--- src/design/mtb_pkg.sv ---
// Shared types and constants for the millisecond timebase.
// Used by mtb_cfg, mtb_core and the top level; depends on nothing.
package mtb_pkg;

	localparam int unsigned CfgIdxW = 2;
	localparam int unsigned CfgDataW = 16;

	localparam logic [CfgIdxW-1:0] REG_SCREEN_TIMEOUT = 2'd0;
	localparam logic [CfgIdxW-1:0] REG_ADC_ENABLED = 2'd1;
	localparam logic [CfgIdxW-1:0] REG_ADC_INTERVAL = 2'd2;

	localparam int unsigned InDataW = 8;
	localparam int unsigned OutDataW = 192;

	localparam logic [15:0] MINUTE_MS = 16'd60000;
	localparam logic [9:0] SEC_MS = 10'd1000;
	localparam logic [3:0] CSEC_TICKS = 4'd10;
	localparam logic [31:0] FOLD_LIMIT = 32'hFFFF_E000;
	localparam logic [31:0] FOLD_AMOUNT = 32'hFFFF_0000;
	localparam logic [14:0] IDLE_MAX = 15'h7FFF;

	typedef struct packed {
		logic [14:0] screen_timeout_minutes;
		logic adc_enabled;
		logic [15:0] adc_interval;
	} cfg_t;

	typedef struct packed {
		logic tick;
		logic key_press;
		logic second_pulse;
		logic clear_display;
		logic set_display;
		logic clear_msec;
		logic reset_sec;
		logic reset_minute;
	} strobe_t;

	typedef struct packed {
		logic [31:0] msec_stamp;
		logic [31:0] csec_stamp;
		logic [31:0] tick_count;
		logic [9:0] sec_phase;
		logic [15:0] minute_phase;
		logic [31:0] low_clock_seconds;
		logic [31:0] wall_clock_seconds;
		logic display_flag;
		logic screen_active;
		logic adc_service;
		logic tick_rollover;
	} result_t;

endpackage

--- src/design/mtb_cfg.sv ---
// Configuration registers of the millisecond timebase.
// Decodes register writes by index; depends on mtb_pkg.
module mtb_cfg import mtb_pkg::*; (
	input  logic clk,
	input  logic arst_n,
	input  logic wr_en,
	input  logic [CfgIdxW-1:0] wr_index,
	input  logic [CfgDataW-1:0] wr_data,
	output cfg_t cfg
);

	cfg_t cfg_q;

	always_ff @(posedge clk or negedge arst_n) begin
		if (!arst_n) begin
			cfg_q <= '0;
		end else if (wr_en) begin
			case (wr_index)
				REG_SCREEN_TIMEOUT: cfg_q.screen_timeout_minutes <= wr_data[14:0];
				REG_ADC_ENABLED: cfg_q.adc_enabled <= wr_data[0];
				REG_ADC_INTERVAL: cfg_q.adc_interval <= wr_data;
				default: cfg_q <= cfg_q;
			endcase
		end
	end

	assign cfg = cfg_q;

endmodule

--- src/design/mtb_core.sv ---
// Timebase state and its one-pass update for a request.
// Holds all counters and flags; depends on mtb_pkg.
module mtb_core import mtb_pkg::*; (
	input  logic clk,
	input  logic arst_n,
	input  logic advance,
	input  strobe_t strobe,
	input  cfg_t cfg,
	output result_t result
);

	logic [31:0] msec_q, csec_q, tick_total_q, low_clock_q, wall_clock_q;
	logic [3:0] csec_div_q;
	logic [9:0] sec_phase_q, clock_div_q;
	logic [15:0] minute_phase_q;
	logic display_q, screen_on_q;
	logic [14:0] idle_q;
	logic [15:0] adc_cnt_q;

	logic [31:0] msec_d, csec_d, tick_total_d, low_clock_d, wall_clock_d, tick_inc;
	logic [3:0] csec_div_d;
	logic [9:0] sec_phase_d, clock_div_d;
	logic [15:0] minute_phase_d;
	logic display_d, screen_on_d, adc_pulse, rollover, minute_flag;
	logic [14:0] idle_d;
	logic [15:0] adc_cnt_d;

	always_comb begin
		msec_d = strobe.clear_msec ? 32'd0 : msec_q;
		sec_phase_d = strobe.reset_sec ? 10'd0 : sec_phase_q;
		minute_phase_d = strobe.reset_minute ? 16'd0 : minute_phase_q;
		csec_d = csec_q;
		csec_div_d = csec_div_q;
		clock_div_d = clock_div_q;
		low_clock_d = low_clock_q;
		tick_total_d = tick_total_q;
		tick_inc = tick_total_q + 32'd1;
		adc_cnt_d = adc_cnt_q;
		adc_pulse = 1'b0;
		rollover = 1'b0;
		minute_flag = 1'b0;
		screen_on_d = screen_on_q;
		idle_d = idle_q;

		// key press wakes the screen only when a timeout is armed
		if (strobe.key_press && cfg.screen_timeout_minutes != '0) begin
			screen_on_d = 1'b1;
			idle_d = '0;
		end

		if (strobe.tick) begin
			msec_d = msec_d + 32'd1;
			if (minute_phase_d + 16'd1 >= MINUTE_MS) begin
				minute_phase_d = '0;
				minute_flag = 1'b1;
			end else begin
				minute_phase_d = minute_phase_d + 16'd1;
			end
			if (clock_div_q + 10'd1 >= SEC_MS) begin
				clock_div_d = '0;
				low_clock_d = low_clock_q + 32'd1;
			end else begin
				clock_div_d = clock_div_q + 10'd1;
			end
			if (csec_div_q + 4'd1 >= CSEC_TICKS) begin
				csec_div_d = '0;
				csec_d = csec_q + 32'd1;
			end else begin
				csec_div_d = csec_div_q + 4'd1;
			end
			if (sec_phase_d + 10'd1 >= SEC_MS) begin
				sec_phase_d = '0;
			end else begin
				sec_phase_d = sec_phase_d + 10'd1;
			end
			// fold the tick counter back once it passes the limit
			if (tick_inc > FOLD_LIMIT) begin
				tick_total_d = tick_inc - FOLD_AMOUNT;
				rollover = 1'b1;
			end else begin
				tick_total_d = tick_inc;
			end
			if (cfg.adc_enabled) begin
				if (adc_cnt_q != '0) begin
					adc_cnt_d = adc_cnt_q - 16'd1;
				end else begin
					adc_pulse = 1'b1;
					adc_cnt_d = cfg.adc_interval;
				end
			end
			if (minute_flag && screen_on_d && cfg.screen_timeout_minutes != '0) begin
				if (idle_d != IDLE_MAX) begin
					idle_d = idle_d + 15'd1;
				end
				if (idle_d >= cfg.screen_timeout_minutes) begin
					screen_on_d = 1'b0;
				end
			end
		end

		display_d = display_q;
		if (strobe.clear_display) begin
			display_d = 1'b0;
		end
		if (strobe.set_display || strobe.second_pulse) begin
			display_d = 1'b1;
		end
		wall_clock_d = strobe.second_pulse ? wall_clock_q + 32'd1 : wall_clock_q;
	end

	always_ff @(posedge clk or negedge arst_n) begin
		if (!arst_n) begin
			msec_q <= '0;
			csec_q <= '0;
			csec_div_q <= '0;
			tick_total_q <= '0;
			sec_phase_q <= '0;
			clock_div_q <= '0;
			minute_phase_q <= '0;
			low_clock_q <= '0;
			wall_clock_q <= '0;
			display_q <= 1'b1;
			screen_on_q <= 1'b1;
			idle_q <= '0;
			adc_cnt_q <= '0;
		end else if (advance) begin
			msec_q <= msec_d;
			csec_q <= csec_d;
			csec_div_q <= csec_div_d;
			tick_total_q <= tick_total_d;
			sec_phase_q <= sec_phase_d;
			clock_div_q <= clock_div_d;
			minute_phase_q <= minute_phase_d;
			low_clock_q <= low_clock_d;
			wall_clock_q <= wall_clock_d;
			display_q <= display_d;
			screen_on_q <= screen_on_d;
			idle_q <= idle_d;
			adc_cnt_q <= adc_cnt_d;
		end
	end

	always_comb begin
		result.msec_stamp = msec_d;
		result.csec_stamp = csec_d;
		result.tick_count = tick_total_d;
		result.sec_phase = sec_phase_d;
		result.minute_phase = minute_phase_d;
		result.low_clock_seconds = low_clock_d;
		result.wall_clock_seconds = wall_clock_d;
		result.display_flag = display_d;
		result.screen_active = screen_on_d;
		result.adc_service = adc_pulse;
		result.tick_rollover = rollover;
	end

endmodule

--- src/design/millisecond_timebase_with_idle_timeout_unit.sv ---
// Millisecond timebase with screen idle timeout: top level.
// A request is taken into the input register, then its result into the result register;
// one request per cycle sustained while the result side does not stall.
// The state update runs in a single pass between the two registers.
// Reset (arst_n low) clears all counters, config and valids; display and
// screen flags come up set. Config writes are always ready.
module millisecond_timebase_with_idle_timeout_unit import mtb_pkg::*; (
	input  logic clk,
	input  logic arst_n,
	input  logic s_axis_tvalid,
	output logic s_axis_tready,
	// [0] tick, [1] key_press, [2] second_pulse, [3] clear_display,
	// [4] set_display, [5] clear_msec, [6] reset_sec, [7] reset_minute
	input  logic [InDataW-1:0] s_axis_tdata,
	output logic m_axis_tvalid,
	input  logic m_axis_tready,
	// [31:0] msec_stamp, [63:32] csec_stamp, [95:64] tick_count,
	// [105:96] sec_phase, [121:106] minute_phase, [153:122] low_clock_seconds,
	// [185:154] wall_clock_seconds, [186] display_flag, [187] screen_active,
	// [188] adc_service, [189] tick_rollover, [191:190] zero
	output logic [OutDataW-1:0] m_axis_tdata,
	input  logic cfg_valid,
	output logic cfg_ready,
	input  logic [CfgIdxW-1:0] cfg_index,
	input  logic [CfgDataW-1:0] cfg_data
);

	cfg_t cfg;
	strobe_t strobe_s1;
	logic valid_s1;
	logic out_valid_q;
	result_t result, result_q;
	logic advance;

	assign cfg_ready = 1'b1;

	mtb_cfg u_cfg (
		.clk(clk),
		.arst_n(arst_n),
		.wr_en(cfg_valid & cfg_ready),
		.wr_index(cfg_index),
		.wr_data(cfg_data),
		.cfg(cfg)
	);

	// move the held request into the result register when that slot frees
	assign advance = valid_s1 & (~out_valid_q | m_axis_tready);
	assign s_axis_tready = ~valid_s1 | advance;

	always_ff @(posedge clk or negedge arst_n) begin
		if (!arst_n) begin
			valid_s1 <= 1'b0;
		end else if (s_axis_tready) begin
			valid_s1 <= s_axis_tvalid;
		end
	end

	always_ff @(posedge clk) begin
		if (s_axis_tvalid && s_axis_tready) begin
			strobe_s1.tick <= s_axis_tdata[0];
			strobe_s1.key_press <= s_axis_tdata[1];
			strobe_s1.second_pulse <= s_axis_tdata[2];
			strobe_s1.clear_display <= s_axis_tdata[3];
			strobe_s1.set_display <= s_axis_tdata[4];
			strobe_s1.clear_msec <= s_axis_tdata[5];
			strobe_s1.reset_sec <= s_axis_tdata[6];
			strobe_s1.reset_minute <= s_axis_tdata[7];
		end
	end

	mtb_core u_core (
		.clk(clk),
		.arst_n(arst_n),
		.advance(advance),
		.strobe(strobe_s1),
		.cfg(cfg),
		.result(result)
	);

	always_ff @(posedge clk or negedge arst_n) begin
		if (!arst_n) begin
			out_valid_q <= 1'b0;
		end else if (advance) begin
			out_valid_q <= 1'b1;
		end else if (m_axis_tready) begin
			out_valid_q <= 1'b0;
		end
	end

	always_ff @(posedge clk) begin
		if (advance) begin
			result_q <= result;
		end
	end

	assign m_axis_tvalid = out_valid_q;
	assign m_axis_tdata = {2'b00, result_q.tick_rollover, result_q.adc_service,
		result_q.screen_active, result_q.display_flag, result_q.wall_clock_seconds,
		result_q.low_clock_seconds, result_q.minute_phase, result_q.sec_phase,
		result_q.tick_count, result_q.csec_stamp, result_q.msec_stamp};

endmodule

--- config.mk ---
export PLATFORM = sky130hd
export DESIGN_NAME = millisecond_timebase_with_idle_timeout_unit
export DESIGN_NICKNAME = d
export VERILOG_FILES = /design/src/design/mtb_pkg.sv /design/src/design/mtb_cfg.sv /design/src/design/mtb_core.sv /design/src/design/millisecond_timebase_with_idle_timeout_unit.sv
export SDC_FILE = /design/constraint.sdc
export NUM_CORES = 1
export LEC_CHECK = 0
export ABC_AREA = 1
export BUFFER_PORTS_ARGS = -buffer_cell sky130_fd_sc_hd__buf_4
export CAP_MARGIN = 20
export CORE_ASPECT_RATIO = 0.75
export CORE_MARGIN = 1
export CORE_UTILIZATION = 55
export DETAILED_ROUTE_END_ITERATION = 6
export PLACE_DENSITY = 0.9
export RECOVER_POWER = 25
export SETUP_SLACK_MARGIN = 0.05
export SYNTH_ARGS = -nofsm -noshare
export SYNTH_HDL_FRONTEND = slang
export SYNTH_HIERARCHICAL = 1
export SYNTH_SLANG_ARGS = --single-unit
--- constraint.sdc ---
create_clock -name clk -period 11.2 [get_ports clk]
set_input_delay 2.24 -clock clk [delete_from_list [all_inputs] [get_ports clk]]
set_output_delay 2.24 -clock clk [all_outputs]
set_load 0.1 [all_outputs]
==> impl_summary.md, run 1 <==
Final layout
For this run, the post-layout net count is between 3000 and 4000. The synthesis-to-finish area growth is 13.94%. Of the cells placed in the final design, the portion with a size suffix greater than 1 is 11.58%. The finished cells cover approximately 29000 µm². The final core utilization is 63.73%.

Clock network
The clock-pin slew on the worst setup and hold paths is around 0.060 ns. The CTS sink count is about 470. The number of levels the H-tree was split into is 2. TritonCTS built the clock tree. The clock root buffer master is clkbuf_16.

The number of resized instances in the post-cts repair step is 0. The clock latency reported for the late side of the worst-skew pair is 0.59 ns. The number of buffers on the longest clock path is 3. The number of hold buffers added after CTS was 0. The number of buffers added by the clock tree synthesis step is 45. The post-CTS setup buffer count is 0.

Route
Dividing the detail-routed via count by the number of cells gives 5.500. In the detailed route, the total length drawn on met3 is roughly 5300 µm. For this run, design rule violations remaining after detail routing come to 0. In the final routed layout, each cell accounts on average for 16.40 µm. In the final routing, the length of wire on met1 measures 28710 µm. After detailed routing, no signal wire sits above met4. The first detailed-routing pass ran for 6 iterations.

The total vias in the final route is 21370. For this block, the routed nets add up to 63730 µm of wire. For this block, the initial DRC count from the detailed router was roughly 2300. The number of antenna-violating nets in the routed design is 0. The routed length on met2 is 27820 µm.

Critical path
In this run the worst path has a maximum fanout of 66. The critical path goes through clkbuf_1 > inv_1 > clkbuf_1 > nor2_1 > nand2_1 > nor2_1 > nand2_1 > nor2_1 > nand2_1 > xor2_1 > nand2_1 > o21ai_0. The path type of the worst setup path is reg -> reg. The count of cell instances traversed by the critical path is 12. The largest individual stage delay along the critical path comes from the cell clkbuf_1. STA classifies the critical path endpoint as a register.

The largest stage delay on the critical path is 2.01 ns. The capture instance of the worst register-to-register path is u_core/csec_q[13]$_DFFE_PN0P_. Measured in cells, the most critical reg-to-reg path has a length of 12. The critical path contains buffers and inverters numbering 3 combined. The cell type group with the largest total delay on the critical path is buffers and inverters. The data required time at the worst endpoint is 11.63 ns. The nature of the critical path startpoint is a register. The reg2reg setup slack is 4.06 ns.

The startpoint of the most critical register-to-register path is strobe_s1[7]$_DFFE_PP_. Counting stages on the worst path, the most repeated cell is nand2_1. STA puts the critical path data arrival time at 7.57 ns.

Synthesis
The synthesized-area fraction occupied by and/or/nand/nor cells is 28.91%. The most area-hungry cell type in the Yosys netlist is dfrtp_1. The synthesized netlist cell count is 3092.

The count of synthesis-stage warnings from yosys is 6. After Yosys synthesis, XOR and XNOR cells account for around 5.3% of the synthesized area. Sequential cells were found to cover 50.34% of the synthesized design area.

The dominant combinational cell family by area after synthesis is simple AND/OR/NAND/NOR gates. After synthesis, the netlist uses 54 different library cells. The count of state elements after synthesis is 465. Of the post-synthesis cell area, the part taken by muxes is 0.08978%. Summing the areas of all compound-gate instances in the mapped netlist gives 6.509% of the synthesized area. The synthesized netlist devotes 1.646% of its cell area to adder and majority cells. In this run the cell area of the synthesized design comes to 25090 µm². The area share of the leading cell type in the synthesized netlist is 26.43%.

Sorting the synthesized cells by area gives the leading types as dfrtp_1 (26%), edfxtp_1 (24%), nand2_1 (15%), inv_1 (4.7%), xor2_1 (4.5%). Each instance of the synthesized netlist takes up on average 8.113 µm².

STA
Adding up every negative setup slack in the final design gives 0 ns. For the pin with the worst max-slew slack, the measured transition is 3.688 ns. The share of the clock period used by the worst path is between 60% and 70%. Setup repair after global routing left no endpoint under its margin. The final max-slew violation count is approximately 300.

The number of hold-slack violations in the final timing report came to 0. The worst clock skew is between 0.01 and 0.015 ns. The clock period could shrink to 7.140 ns. Setup violations remaining at the end of the flow were counted as 0. The worst slew slack as a fraction of its limit is -145.9%.

The maximum clock rate is 140.1 MHz. The worst-case setup margin in the final layout is 4.060 ns. Final hold analysis gives a worst-case slack of 0.4720 ns.

Worst hold path
The origin of the worst min-delay path is u_cfg/cfg[10]$_DFFE_PN0P_. The worst hold path depth is 2. The path class of the tightest hold or removal check is reg -> reg. The end point of the worst hold path is u_cfg/cfg[10]$_DFFE_PN0P_.

Global routing
The initial antenna violation count is 1. Global routing consumed, over all layers together, 27.38% of the routing resources. Entering global routing, the biggest net connects roughly 180 pins. The total overflow left after global routing is 0.

The first-pass GRT wire length is 103300 µm. The via count of the first global-routing pass is 19870.

Placed design
The HPWL after detailed placement is 44090 µm. The worst slack at placement is 6.186 ns. The total of buffers placed on input and output ports is 222. Routability-driven placement finished with a final weighted congestion of roughly 1. After detailed placement, the total cell area comes to 27060 µm².

Floorplan
The area inside the core boundary is around 45000 µm². The die is 248.6 µm wide. The die covers ~46000 µm².

The height of the die is 187.0 µm. The number of ports placed on the die boundary is ~230. The number of standard-cell rows in the floorplan is 67. The initial utilization of the core area, before any placement, comes to 55.94%.

Outcome
The flow ran to the end, but the final reports show violations. The checks that failed: max-capacitance violations, max-slew violations.

Pwr
The analysis attributes to cell leakage a power of 12.77 nW. The worst ir drop on vdd is between 0.1 and 0.15 mV. Combinational cells account for 22.0% of the total power. The clock network is responsible for approximately 34% of the overall power. In this run the power density over the cells is 168.8 nW/µm².

The sequential power share is 43.7%. Net switching is between 30% and 40% of the power. The analysis attributes to net switching a power of approximately 1.6 mW. The internal power of the cells totals 3.178 mW.

Run
Max-cap violations in this run came to 5.
stage by stage:
stage | cells | total power [mW]
after floorplan | 3093 | 2.941
after global placement | 3801 | 3.169
after detailed placement | 3801 | 3.194
after CTS | 3885 | 4.856
after global routing | 3885 | 5.022
final | 3886 | 4.825
power by group through the flow:
| stage | clock, mW | sequential (mW) | combinational (mW) |
|---|---|---|---|
| 6_report | 1.66 | 2.11 | 1.06 |
| 5_1_grt | 1.75 | 2.13 | 1.14 |
| 4_1_cts | 1.69 | 2.11 | 1.06 |
| 3_5_place_dp | 0 | 2.14 | 1.06 |
| 3_3_place_gp | 0 | 2.13 | 1.04 |
| 2_1_floorplan | 0 | 2.50 | 0.444 |
synth_stat cells (all sizes together):
cell    number
nand2     1020
inv        329
nor2       316
dfrtp      265
o21ai      204
edfxtp     198
nand3      196
xor2       132
nand4       69
nor3        69
clkbuf      66
buf         47
ha          33
a21oi       27
o22ai       26
xnor2       17
nor4        14
a31oi       10
nand3b       9
o211ai       8
o21bai       8
o31ai        6
or2          6
clkinv       3
a21o         2
and2         2
conb         2
dfstp        2
mux2         2
nor3b        2
a211o        1
a221oi       1
state kept, by name, indices dropped and copies added (netlist names):
register,cells
u_core/wall_clock_q,32
u_cfg/cfg,32
valid_s1,1
u_core/low_clock_q,32
strobe_s1,8
u_core/idle_q,15
u_core/minute_phase_q,16
u_core/msec_q,32
u_core/screen_on_q,1
m_axis_tdata,190
u_core/adc_cnt_q,16
u_core/csec_q,32
u_core/display_q,1
u_core/clock_div_q,10
m_axis_tvalid,1
u_core/tick_total_q,32
u_core/csec_div_q,4
u_core/sec_phase_q,10
layout by cell type (no fill, tap or decap), drive strengths merged, types with 10 or more instances in the layout:
cell type / n
a21oi: 27
a31oi: 10
buf: 220
clkbuf: 74
clkinv: 15
dfrtp: 265
edfxtp: 198
ha: 33
inv: 331
nand2: 1020
nand3: 196
nand4: 69
nor2: 316
nor3: 69
nor4: 14
o21ai: 204
o22ai: 26
xnor2: 17
xor2: 132
tightest hold or removal path: stages (launching register included):
cell and delay (ns):
dfrtp_1 0.34, nand2_1 0.05, nand2_1 0.05
layer usage:
metal | vias to the layer above | GRT usage [%]
li1 | 10350 | -
met1 | 10060 | 39.96
met2 | 840 | 40.94
met3 | 121 | 5.260
met4 | 0 | 9.532
met5 | - | 0
logic make-up after synthesis:
logic type	Yosys count
adders and majority gates	33
AOI/OAI and AO/OA	293
xor gates and xnor gates	149
and+or+nand+nor	1703
DFF	465
buffers and inverters	445
muxes	2
other	2
worst max path at each step:
stage          slack (ns)                                to                       from
2_1_floorplan        1.71  u_core/adc_cnt_q[10]$_DFFE_PN0P_              m_axis_tready
3_3_place_gp         6.20                     s_axis_tready              m_axis_tready
3_5_place_dp         6.19       m_axis_tdata[187]$_DFFE_PP_  u_cfg/cfg[23]$_DFFE_PN0P_
4_1_cts              6.17       m_axis_tdata[187]$_DFFE_PP_  u_cfg/cfg[19]$_DFFE_PN0P_
5_1_grt              3.52     u_core/csec_q[13]$_DFFE_PN0P_     strobe_s1[7]$_DFFE_PP_
6_report             4.06     u_core/csec_q[13]$_DFFE_PN0P_     strobe_s1[7]$_DFFE_PP_
final cells by class:
class                   instances  area (µm²)
clock buffers                  59        1280
fillers                      3686       16270
well taps                     586       733.2
flip-flops and latches        465       12630
repair buffers                235        1754
clock inverters                25       347.8
multi-input cells            2183       10590
inverters                     332        1247
diodes                          1       2.502
(Power assumes the default switching activity.)
==> run 2: changes to the inputs <==
- clock period: 11.2 -> 6.5 ns (I/O delays scaled with it)
==> run 2 against run 1 <==
  * The run still ends with max-capacitance violations, max-slew violations left
  * Combinational power up 74%
  * Die area unchanged
  * Maximum frequency up 37%
  * Register-to-register slack worse by 2.8 ns
  * Sequential power up 72%
  * Critical path type unchanged
==> impl_summary.md, run 2 (same netlist as run 1, synthesis figures left out) <==
Outcome
Outcome: complete, but fails checks (unchanged). Violations in the final reports: max-capacitance violations, max-slew violations (unchanged).

Floorplan
The number of standard-cell rows in the floorplan came to 67 (unchanged). The initial standard-cell utilization of the core is 55.94% (unchanged). The number of ports placed on the die boundary is 226 (unchanged). The area inside the core boundary is 44850 µm² (unchanged).

The die footprint was 46480 µm² (unchanged). The x dimension of the die is 248.6 µm (unchanged). The height of the die is 187.0 µm (unchanged).

STA
The share of the clock period used by the worst path was 80.29% (was 63.75%). The measured slew at the worst slew-check pin was 3.116 ns (was 3.688 ns). The setup TNS was 0 ns (unchanged). The time the final worst path needs with I/O delays and setup came to 5.219 ns (was 7.140 ns).

The maximum clock rate was 191.6 MHz (was 140.1 MHz). The number of hold-slack violations in the final timing report is 0 (unchanged). The worst slew slack as a fraction of its limit is -107.7% (was -145.9%). The final max-slew violation count is 111 (was 297). The worst clock skew is 0.01964 ns (was 0.01224 ns). The final-report setup violation count is 0 (unchanged).

RSZ-0062 raised after global routing: no (unchanged).

Final layout
Leading cell types in the layout, fill and taps excluded: nand2_1 (1010), inv_1 (316), nor2_1 (297), dfrtp_1 (265), buf_4 (219) (was nand2_1 (1010), inv_1 (318), nor2_1 (299), dfrtp_1 (265), buf_4 (219)). The most common cell after layout, fill and taps aside is nand2_1 (unchanged). The layout cell share with drive strength beyond 1 is 11.70% (was 11.58%). The final-stage net count is 3326 (unchanged). The number of antenna diodes is 0 (was 1). The number of non-filler instances in the completed layout is 3886 (unchanged). The synthesis-to-finish area growth was 14.05% (was 13.94%). The flip-flop count of the largest register, all copies and words added is 190 (unchanged).

Critical path
The worst path buffer plus inverter count is 3 (unchanged). The data required time at the worst endpoint is 7.01 ns (was 11.63 ns). The nature of the critical path startpoint was a register (unchanged). The largest stage delay on the critical path is 2.05 ns (was 2.01 ns).

The cell type group with the largest total delay on the critical path was buffers and inverters (unchanged). The path type of the worst setup path is reg -> reg (unchanged). The critical path's most frequent cell is nand2_1 (unchanged). The slowest cell on the critical path is clkbuf_1 (unchanged). The data arrival time at the worst-slack endpoint is 5.73 ns (was 7.57 ns). The count of cells along the worst register-to-register path is 12 (unchanged). The count of cell instances traversed by the critical path was 12 (unchanged).

Cell breakdown of the critical path: clkbuf_1 > inv_2 > buf_4 > nor2_4 > nand2_1 > nor2_1 > nand2_1 > nor2_1 > nand2_1 > xor2_1 > nand2_1 > o21ai_0 (was clkbuf_1 > inv_1 > clkbuf_1 > nor2_1 > nand2_1 > nor2_1 > nand2_1 > nor2_1 > nand2_1 > xor2_1 > nand2_1 > o21ai_0). The type of element capturing the critical path is a register (unchanged). The worst-path maximum fanout was 66 (unchanged).

Route
The routed length per placed instance is 16.17 µm (was 16.40 µm). The detailed router's first-iteration violation count is 2330 (was 2267). The total wire length is 62840 µm (was 63730 µm). The met1 layer wirelength in the final routing came to 27940 µm (was 28710 µm). The total DRC errors in the routed layout is 0 (unchanged). The number of antenna-violating nets in the routed design is 0 (unchanged). The number of vias per cell after detailed routing is 5.467 (was 5.500). The highest routed metal layer is met4 (unchanged). The number of detailed-route iterations in the first pass is 7 (was 6). The total vias in the final route is 21240 (was 21370).

The amount of wire on met3 after detailed routing is 5778 µm (was 5258 µm). The routed length on met2 came to 27620 µm (was 27820 µm).

Pwr
The worst ir drop on vdd is 0.2157 mV (was 0.1371 mV). The power density of the placed cells is 287.9 nW/µm² (was 168.8 nW/µm²). The switching power as a share of total power is 34.51% (was 34.12%).

The proportion of power drawn by combinational gates is 22.3% (was 22.0%). The leakage dissipation was 12.77 nW (about the same). The internal portion of total power is 5.394 mW (was 3.178 mW). The relative contribution of the clock network to total power is 33.6% (was 34.3%). The sequential power share is 44.0% (was 43.7%). The power spent charging and discharging nets was 2.843 mW (was 1.647 mW).

Clock network
The number of buffers added by the clock tree synthesis step is 46 (was 45). The post-CTS setup buffer count came to 0 (unchanged). The clock latency reported for the late side of the worst-skew pair is 0.59 ns (about the same).

The number of levels the H-tree was split into is 2 (unchanged). The TritonCTS clock tree is done (unchanged). The hold-fix buffer count after cts came to 0 (unchanged). The clock-pin slew on the worst setup and hold paths came to 0.06 ns (about the same). The number of resized instances in the post-cts repair step was 0 (unchanged). The clock root buffer master is clkbuf_16 (unchanged). The CTS sink count is 465 (unchanged). The number of buffers on the longest clock path is 3 (unchanged).

Global routing
The global route total overflow was 0 (unchanged). The first-pass GRT wire length is 101500 µm (was 103300 µm). The pin count of the biggest net entering global routing is 195 (was 182).

The via count of the first global-routing pass is 19660 (was 19870). The total routing resource utilization after global routing is 26.91% (was 27.38%). The initial antenna violation count is 0 (was 1).

Placed design
The final weighted congestion in routability-driven placement is 1.013 (was 0.9958). The total of buffers placed on input and output ports is 222 (unchanged). The HPWL after detailed placement was 43850 µm (was 44090 µm). The cell count after placement is 3800 (was 3801).

Worst hold path
The worst hold path depth is 2 (unchanged). The type of the tightest min-delay check was reg -> reg (unchanged).

Run
The max-cap check violation count is 2 (was 5).
run 2: path summary, 6_finish.rpt:
| check | to | start | slack, ns |
|---|---|---|---|
| max | u_core/csec_q[13]$_DFFE_PN0P_ | strobe_s1[7]$_DFFE_PP_ | 1.28 |
| min | u_cfg/cfg[3]$_DFFE_PN0P_ | u_cfg/cfg[3]$_DFFE_PN0P_ | 0.48 |
| max reg2reg | u_core/csec_q[13]$_DFFE_PN0P_ | strobe_s1[7]$_DFFE_PP_ | 1.28 |
| min reg2reg | u_cfg/cfg[3]$_DFFE_PN0P_ | u_cfg/cfg[3]$_DFFE_PN0P_ | 0.48 |
| max in group asynchronous | u_core/low_clock_q[12]$_DFFE_PN0P_ | arst_n | 2.51 |
| min in group asynchronous | u_core/adc_cnt_q[4]$_DFFE_PN0P_ | arst_n | 1.73 |
run 2: stage by stage:
stage | setup WS [ns] | util (%) | hold WS [ns] | power, mW | area (µm²)
floorplan | 0.5157 | - | 0.4367 | 5.059 | 25100
global placement | 2.026 | 60.39 | 0.4513 | 5.461 | 27080
detailed placement | 1.940 | 60.39 | 0.4600 | 5.508 | 27080
CTS | 1.914 | 63.93 | 0.4765 | 8.287 | 28670
global route | 0.8266 | 63.80 | 0.5052 | 8.583 | 28610
finish | 1.281 | 63.80 | 0.4790 | 8.236 | 28610
run 2: area by class of cell:
class / instances / area [µm²]
fillers: 3648 / 16240
flip-flops and latches: 465 / 12630
multi-input cells: 2183 / 10630
repair buffers: 234 / 1783
clock buffers: 68 / 1368
inverters: 332 / 1247
well taps: 586 / 733.2
clock inverters: 18 / 222.7
run 2: power groups by stage:
stage | logic, mW | clock network [mW] | registers (mW)
finish | 1.84 | 2.77 | 3.63
global route | 1.98 | 2.94 | 3.66
CTS | 1.84 | 2.82 | 3.62
detailed placement | 1.83 | 0 | 3.67
global placement | 1.79 | 0 | 3.67
floorplan | 0.765 | 0 | 4.29
run 2: worst register-to-register path, delay by kind of cell, from the launching register on:
kind                      cells  cell delay [ns]
and+or+nand+nor               7             1.13
AOI/OAI and AO/OA             1             0.09
buffers and inverters         3             3.35
DFF                           1             0.34
xor gates and xnor gates      1             0.23
run 2: layer usage:
metal  vias up  track usage (%)
met3       100            5.163
met2       936            40.89
li1      10320                -
met4         0            7.836
met5         -                0
met1      9889            39.33
